===== config.mk =====
export PLATFORM = sky130hd
export DESIGN_NAME = circular_queue_with_range_fill
export DESIGN_NICKNAME = d
export VERILOG_FILES = /design/src/cqrf_pkg.sv /design/src/cqrf_step.sv /design/src/cqrf_mem.sv /design/src/cqrf_seq.sv /design/src/circular_queue_with_range_fill.sv
export SDC_FILE = /design/constraint.sdc
export NUM_CORES = 1
export LEC_CHECK = 0
export ABC_CLOCK_PERIOD_IN_PS = 5150
export BUFFER_PORTS_ARGS = -buffer_cell sky130_fd_sc_hd__buf_4
export CORE_ASPECT_RATIO = 0.8
export CORE_MARGIN = 10
export CORE_UTILIZATION = 55
export DETAILED_ROUTE_END_ITERATION = 12
export PLACE_DENSITY = 0.78
export SLEW_MARGIN = 20
export SYNTH_ARGS = -nofsm -noshare
export SYNTH_HDL_FRONTEND = slang
export SYNTH_HIERARCHICAL = 1
export SYNTH_SLANG_ARGS = --single-unit

===== constraint.sdc =====
create_clock -name i_clk -period 5.15 [get_ports i_clk]
set_input_delay 0.2575 -clock i_clk [delete_from_list [all_inputs] [get_ports i_clk]]
set_output_delay 0.2575 -clock i_clk [all_outputs]
set_load 0.01 [all_outputs]

===== src/cqrf_pkg.sv =====
package cqrf_pkg;

    localparam int DEPTH     = 16;
    localparam int IDX_W     = $clog2(DEPTH);
    localparam int CNT_W     = $clog2(DEPTH + 1);
    localparam int CFG_W     = 5;
    localparam int CAP_RESET = (DEPTH < 16) ? DEPTH : 16;

    typedef enum logic [1:0] {
        OP_INSERT   = 2'd0,
        OP_REMOVE   = 2'd1,
        OP_GENERATE = 2'd2,
        OP_NONE     = 2'd3
    } t_op;

    typedef enum logic [1:0] {
        ST_OK    = 2'd0,
        ST_FULL  = 2'd1,
        ST_EMPTY = 2'd2,
        ST_RSVD  = 2'd3
    } t_status;

    typedef struct packed {
        t_op                op;
        logic signed [31:0] value;
        logic signed [31:0] stop_value;
    } t_in_item;

    typedef struct packed {
        t_status            status;
        logic signed [31:0] head_value;
        logic [4:0]         placed_count;
        logic [4:0]         occupancy;
    } t_out_item;

    typedef struct packed {
        logic             we;
        logic [IDX_W-1:0] waddr;
        logic [31:0]      wdata;
        logic             re;
        logic [IDX_W-1:0] raddr;
    } t_mem_req;

    // ring advance: wraps at the configured capacity, not at DEPTH
    function automatic logic [IDX_W-1:0] cqrf_next_idx(input logic [IDX_W-1:0] idx,
                                                       input logic [CNT_W-1:0] cap);
        logic [CNT_W:0] inc;
        inc = (CNT_W + 1)'(idx) + (CNT_W + 1)'(1);
        return (inc >= (CNT_W + 1)'(cap)) ? '0 : inc[IDX_W-1:0];
    endfunction

endpackage


===== src/cqrf_step.sv =====
module cqrf_step
    import cqrf_pkg::*;
(
    input  logic signed [31:0] i_value,
    input  logic signed [31:0] i_stop,
    output logic signed [31:0] o_next,
    output logic               o_eq
);

    logic gt;

    // one adder: step by +1 or -1 toward the stop value
    assign gt     = (i_value > i_stop);
    assign o_eq   = (i_value == i_stop);
    assign o_next = i_value + (gt ? -32'sd1 : 32'sd1);

endmodule


===== src/cqrf_mem.sv =====
module cqrf_mem
    import cqrf_pkg::*;
(
    input  logic        i_clk,
    input  t_mem_req    i_req,
    output logic [31:0] o_rd_data
);

    logic [31:0] r_slots [DEPTH];
    logic [31:0] r_rd_data;

    always_ff @(posedge i_clk) begin
        if (i_req.we) begin
            r_slots[i_req.waddr] <= i_req.wdata;
        end
        if (i_req.re) begin
            r_rd_data <= r_slots[i_req.raddr];
        end
    end

    assign o_rd_data = r_rd_data;

endmodule


===== src/cqrf_seq.sv =====
module cqrf_seq
    import cqrf_pkg::*;
(
    input  logic             i_clk,
    input  logic             i_rst_n,
    input  logic             i_in_valid,
    output logic             o_in_ready,
    input  t_in_item         i_in_data,
    output logic             o_out_valid,
    input  logic             i_out_ready,
    output t_out_item        o_out_data,
    input  logic             i_cfg_valid,
    output logic             o_cfg_ready,
    input  logic [CFG_W-1:0] i_cfg_data,
    output t_mem_req         o_mem,
    input  logic [31:0]      i_rd_data
);

    typedef enum logic [1:0] {
        S_IDLE,
        S_EXEC,
        S_READ,
        S_DONE
    } t_state;

    t_state             r_state, n_state;
    logic [IDX_W-1:0]   r_head, n_head;
    logic [IDX_W-1:0]   r_tail, n_tail;
    logic [CNT_W-1:0]   r_count, n_count;
    logic [CNT_W-1:0]   r_cap, n_cap;
    logic               r_out_valid, n_out_valid;
    t_out_item          r_out, n_out;
    t_op                r_op, n_op;
    logic signed [31:0] r_val, n_val;
    logic signed [31:0] r_stop, n_stop;
    logic [4:0]         r_placed, n_placed;
    t_status            r_status, n_status;
    logic signed [31:0] r_headval, n_headval;

    logic               full;
    logic [IDX_W-1:0]   tail_adv;
    logic [IDX_W-1:0]   head_adv;
    logic [CNT_W-1:0]   cap_clamp;
    logic [CNT_W-1:0]   cap_m1;
    logic signed [31:0] step_next;
    logic               step_eq;

    cqrf_step u_step (
        .i_value (r_val),
        .i_stop  (r_stop),
        .o_next  (step_next),
        .o_eq    (step_eq)
    );

    assign full     = (r_count >= r_cap);
    assign tail_adv = cqrf_next_idx(r_tail, r_cap);
    assign head_adv = cqrf_next_idx(r_head, r_cap);

    always_comb begin
        if (i_cfg_data == '0) begin
            cap_clamp = CNT_W'(1);
        end else if (int'(i_cfg_data) > DEPTH) begin
            cap_clamp = CNT_W'(DEPTH);
        end else begin
            cap_clamp = CNT_W'(i_cfg_data);
        end
        cap_m1 = cap_clamp - CNT_W'(1);
    end

    assign o_cfg_ready = (r_state == S_IDLE);
    assign o_in_ready  = (r_state == S_IDLE) && !i_cfg_valid;

    always_comb begin
        n_state     = r_state;
        n_head      = r_head;
        n_tail      = r_tail;
        n_count     = r_count;
        n_cap       = r_cap;
        n_out       = r_out;
        n_out_valid = r_out_valid && !i_out_ready;
        n_op        = r_op;
        n_val       = r_val;
        n_stop      = r_stop;
        n_placed    = r_placed;
        n_status    = r_status;
        n_headval   = r_headval;
        o_mem       = '0;

        unique case (r_state)
            S_IDLE: begin
                if (i_cfg_valid) begin
                    n_cap   = cap_clamp;
                    n_head  = '0;
                    n_tail  = cap_m1[IDX_W-1:0];
                    n_count = '0;
                end else if (i_in_valid) begin
                    n_op      = i_in_data.op;
                    n_val     = i_in_data.value;
                    n_stop    = i_in_data.stop_value;
                    n_placed  = '0;
                    n_status  = ST_OK;
                    n_headval = '0;
                    n_state   = S_EXEC;
                end
            end
            S_EXEC: begin
                case (r_op) inside
                    OP_INSERT, OP_GENERATE: begin
                        if (full) begin
                            n_status = ST_FULL;
                            n_state  = S_DONE;
                        end else begin
                            o_mem.we    = 1'b1;
                            o_mem.waddr = tail_adv;
                            o_mem.wdata = r_val;
                            n_tail      = tail_adv;
                            n_count     = r_count + CNT_W'(1);
                            n_placed    = r_placed + 5'd1;
                            // insert is a run of one
                            if (r_op == OP_INSERT || step_eq) begin
                                n_state = S_DONE;
                            end else begin
                                n_val = step_next;
                            end
                        end
                    end
                    OP_REMOVE: begin
                        if (r_count == '0) begin
                            n_status = ST_EMPTY;
                            n_state  = S_DONE;
                        end else begin
                            o_mem.re    = 1'b1;
                            o_mem.raddr = r_head;
                            n_head      = head_adv;
                            n_count     = r_count - CNT_W'(1);
                            n_state     = S_READ;
                        end
                    end
                    default: begin
                        n_state = S_DONE;
                    end
                endcase
            end
            S_READ: begin
                n_headval = i_rd_data;
                n_state   = S_DONE;
            end
            S_DONE: begin
                if (!r_out_valid || i_out_ready) begin
                    n_out.status       = r_status;
                    n_out.head_value   = r_headval;
                    n_out.placed_count = r_placed;
                    n_out.occupancy    = 5'(r_count);
                    n_out_valid        = 1'b1;
                    n_state            = S_IDLE;
                end
            end
            default: begin
                n_state = S_IDLE;
            end
        endcase
    end

    always_ff @(posedge i_clk) begin
        if (!i_rst_n) begin
            r_state     <= S_IDLE;
            r_head      <= '0;
            r_tail      <= IDX_W'(CAP_RESET - 1);
            r_count     <= '0;
            r_cap       <= CNT_W'(CAP_RESET);
            r_out_valid <= 1'b0;
        end else begin
            r_state     <= n_state;
            r_head      <= n_head;
            r_tail      <= n_tail;
            r_count     <= n_count;
            r_cap       <= n_cap;
            r_out_valid <= n_out_valid;
        end
        r_out     <= n_out;
        r_op      <= n_op;
        r_val     <= n_val;
        r_stop    <= n_stop;
        r_placed  <= n_placed;
        r_status  <= n_status;
        r_headval <= n_headval;
    end

    assign o_out_valid = r_out_valid;
    assign o_out_data  = r_out;

endmodule


===== src/circular_queue_with_range_fill.sv =====
// Circular FIFO of signed 32-bit words with a run generator.
// Input channel (i_in_valid/o_in_ready/i_in_data) carries one operation per
// beat: insert a word, remove the head word, append the run from value
// toward stop_value in steps of one, or do nothing (OP_NONE). Each operation
// yields exactly one result beat on o_out_valid/i_out_ready/o_out_data:
// status, removed word, count appended and occupancy after the operation.
// Config channel (i_cfg_valid/o_cfg_ready/i_cfg_data) sets the capacity
// (0 acts as 1, above DEPTH acts as DEPTH) and empties the queue.
// Path from input beat to result valid: insert runs through the execute and
// done states, remove adds a registered slot read state, and generate stays in
// execute until the run reaches stop_value or a full queue cuts it short.
// The next input beat can be taken in the same cycle that the result goes
// valid. One operation is in flight at a time; while the queue has room, the
// generator appends one word per cycle through the one +/-1 adder and the
// single slot write port, which sets the run rate.
// The result sits in an output register, so the next input beat is taken
// while an earlier result waits; a stalled receiver holds the sequencer in its
// final state only once a second result is ready.
// Reset: capacity 16, queue empty. Slot contents are not cleared.
module circular_queue_with_range_fill
    import cqrf_pkg::*;
(
    input  logic             i_clk,
    input  logic             i_rst_n,
    input  logic             i_in_valid,
    output logic             o_in_ready,
    input  t_in_item         i_in_data,
    output logic             o_out_valid,
    input  logic             i_out_ready,
    output t_out_item        o_out_data,
    input  logic             i_cfg_valid,
    output logic             o_cfg_ready,
    input  logic [CFG_W-1:0] i_cfg_data
);

    t_mem_req    mem_req;
    logic [31:0] rd_data;

    cqrf_seq u_seq (
        .i_clk       (i_clk),
        .i_rst_n     (i_rst_n),
        .i_in_valid  (i_in_valid),
        .o_in_ready  (o_in_ready),
        .i_in_data   (i_in_data),
        .o_out_valid (o_out_valid),
        .i_out_ready (i_out_ready),
        .o_out_data  (o_out_data),
        .i_cfg_valid (i_cfg_valid),
        .o_cfg_ready (o_cfg_ready),
        .i_cfg_data  (i_cfg_data),
        .o_mem       (mem_req),
        .i_rd_data   (rd_data)
    );

    cqrf_mem u_mem (
        .i_clk     (i_clk),
        .i_req     (mem_req),
        .o_rd_data (rd_data)
    );

endmodule


==> summary.md <==
| Metric | Value |
|---|---|
| Synthesized flop and latch total | `714` |
| Initial antenna violation count | `0` |
| Initial core utilization | `0.5541` |
| CTS max path bufs | `3` |
| Die Width | `279.9 microns` |
| Average vias per placed instance | `6.254` |
| Clock skew | `0.02674 ns` |
| Run status | `finished, final reports clean` |
| Final hold slack | `0.09100 ns` |
| Area growth syn-to-layout | `16.75%` |
| Post-synth top area share | `0.7002` |
| Total power | `15.15 mW` |
| H-tree depth | `3` |
| Clk sinks | `714` |
| Detail Placement HPWL | `41750 microns` |
| Gr usage total | `0.2273` |
| Nets | `2074` |
| Core Footprint | `53630 sq um` |
| CP startpoint | `u_seq/r_val[30]$_DFFE_PP_` |
| Share of cells above drive strength 1 | `0.2455` |
| Most used DFF post-synth | `edfxtp_1` |
| IO Pins | `123` |
| Root Driver | `clkbuf_16` |
| Max IR drop VDD | `361.7 uV` |
| Drt wl/cell | `26.86 microns` |
| Mapped Area | `29720 sq um` |
| Count of cell types in the netlist | `83` |
| Worst-path maximum fanout | `8` |
| Syn Nets | `1828` |
| Synthesized instance count | `1692` |
| Setup crit end kind | `flop` |
| Final worst path period share | `0.9280` |
| Average cell area after synthesis | `17.56 sq um` |
| Worst path arrival time | `5.14 ns` |
| Post-synth EDFFs | `693` |
| Placed cell areas | `31820 sq um` |
| Final Core Density | `0.6470` |
| Num CTS Buffers | `69` |
| Pwr dens | `436.7 nW/um^2` |
| # Post-CTS Setup Buffers | `0` |
| Final WS setup | `0.3710 ns` |
| Clock Latency Late Sink | `0.62 ns` |
| Req. time, crit path | `5.51 ns` |
| R2r setup slk | `0.37 ns` |
| Hold Crit Class | `input pin to flop` |
| Largest net degree at the start of global routing | `49` |
| Drt total wl | `72260 microns` |
| Async SR Flop Fraction | `0` |
| Clock period minus worst slack | `4.779 ns` |
| Non-Filler Instances | `2690` |
| Vias after detailed routing | `16.82k` |
| Fmax | `209.2 MHz` |
| Max Cap Viol | `0` |
| Hold path startpoint | `i_cfg_data[1]` |
| Dpl cells | `2498` |
| Grt ovf | `0` |
| Register area share after synthesis | `0.7144` |
| Antenna Diode Count | `0` |
| Ys Warns | `6` |
| CTS tree | `done` |
| Remaining DRCs | `0` |
| Clock slew at reported path FFs | `0.06 ns` |
| Unrepaired setup endpoints after global routing | `no` |
| Initial DRC count | `2262` |
| Pre-CTS WS | `0.5053 ns` |
| Launch point of the worst reg-to-reg path | `u_seq/r_val[30]$_DFFE_PP_` |
| Setup TNS | `0 ns` |
| Crit Path Category | `flop to flop` |
| Hold Fails Final Rpt | `0` |
| Final ANT Viol Nets | `0` |
| Lkg Pwr | `11.67 nW` |
| Routability cong. | `0.9387` |
| Finished Cell Area | `34700 sq um` |
| Die ar. | `63790 sq um` |
| Slew margin rel. | `0.2931` |
| Setup violations, final | `0` |
| Final Slew Violations | `0` |
| Port bufs | `122` |
| Post-synth top area cell | `edfxtp_1` |
| DR pass1 iterations | `7` |
| First-pass GRT wire length | `109400 microns` |
| Die Y | `227.9 microns` |
| Vias in the first global route | `17.13k` |
| Crit path launch type | `flop` |
| Area contributors post-synth | `edfxtp_1 (70%), mux4_2 (9.7%), ha_1 (2.5%)` |
| FP Rows | `76` |
| Worst-Margin Slew | `1.060 ns` |
==> layout make-up <==
cell class,instances,area [sq um]
Tap cell,702,878.3
Inverter,56,211.5
Multi-Input combinational cell,844,8038
Sequential cell,714,21230
Clock buffer,83,1779
Timing Repair Buffer,253,2177
Clock inverter,38,382.9
Fill cell,3571,18930
==> Yosys cell counts (9+ instances only) <==
library cell / number
nand3_1: 29
nor4_1: 12
a31oi_1: 9
and2_1: 74
nand2_1: 85
and3_1: 18
nand2b_1: 11
mux4_2: 128
nand4_1: 16
a22oi_1: 68
a21oi_1: 37
nor2b_1: 11
nor3_1: 22
mux2_2: 33
inv_1: 55
xnor2_1: 29
buf_1: 12
ha_1: 59
xor2_1: 14
nor2_1: 61
mux2i_1: 9
buf_4: 11
dfxtp_1: 21
o21ai_0: 22
edfxtp_1: 693
clkbuf_1: 37
==> cells in the final DEF, fill, tap and decap left out, types with 16 or more instances in the layout <==
cell,n
mux4_2,128
a21oi_1,36
mux2_2,33
buf_4,174
clkbuf_16,69
dlygate4sd3_1,71
xnor2_1,29
edfxtp_1,693
nand2_1,85
nand3_1,29
o21ai_0,22
nor3_1,18
and3_1,18
dfxtp_1,21
ha_1,58
and2_1,72
inv_1,55
a22oi_1,68
nand4_1,16
nor2_1,47
==> power breakdown <==
part	internal [mW]	switching, mW
registers	7.07	0.223
clock network	2.78	2.13
logic	1.08	1.86
==> critical path: stages, from the launching register on <==
cell and delay (ns):
edfxtp_1 0.48, ha_1 0.38, a21oi_1 0.20, nand2_1 0.08, a221o_1 0.37, a211o_2 0.36, o21a_4 0.26, nor2_1 0.16
xnor2_1 0.15, ha_1 0.30, and2_1 0.27, a32o_1 0.20, a211o_2 0.09, a22oi_1 0.10, nor3b_1 0.47, mux2i_1 0.31
xnor2_1 0.09, mux2_2 0.26
==> state kept, by name (all words and copies together) (netlist names) <==
| name | flops |
|---|---|
| u_mem/o_rd_data | 32 |
| u_seq/r_head | 4 |
| u_seq/r_val | 32 |
| u_seq/o_out_data | 44 |
| u_seq/r_status | 2 |
| u_seq/r_headval | 32 |
| u_seq/o_out_valid | 1 |
| u_seq/r_tail | 4 |
| u_seq/r_state | 2 |
| u_seq/r_placed | 5 |
| u_mem/r_slots | 512 |
| u_seq/r_cap | 5 |
| u_seq/r_stop | 32 |
| u_seq/r_count | 5 |
| u_seq/r_op | 2 |
==> metal layers <==
layer | up-vias | wire, microns | global-route usage
met5 | - | 0 | 0
met4 | 0 | 1705 | 0.06597
met3 | 131 | 6486 | 0.04815
met2 | 836 | 35730 | 0.3671
met1 | 8636 | 28350 | 0.3092
li1 | 7220 | - | -
==> repair_timing <==
| action | 4_1_cts | 5_1_grt |
|---|---|---|
| gates resized for setup | 0 | 0 |
| hold buffers | 71 | 0 |
| hold endpoints to repair | 74 | 0 |
==> path summary, 6_finish.rpt <==
| check | end | depth (start not counted) |
|---|---|---|
| min reg2reg | u_seq/o_out_data[41]$_DFFE_PP_ | 0 |
| max | u_seq/r_val[30]$_DFFE_PP_ | 17 |
| max reg2reg | u_seq/r_val[30]$_DFFE_PP_ | 17 |
| min | u_seq/r_cap[1]$_SDFFE_PN0P_ | 4 |
==> cells by family after synthesis <==
family	synth area share
multiplexers	0.1125
AND/OR/NAND/NOR	0.06879
AO/OA/AOI/OAI	0.04505
XOR/XNOR	0.01267
adder cells (fa/ha/maj)	0.02551
buffers and inverters	0.02109
flip-flops	0.7144
Note: power is estimated with default switching activity, not from simulation.
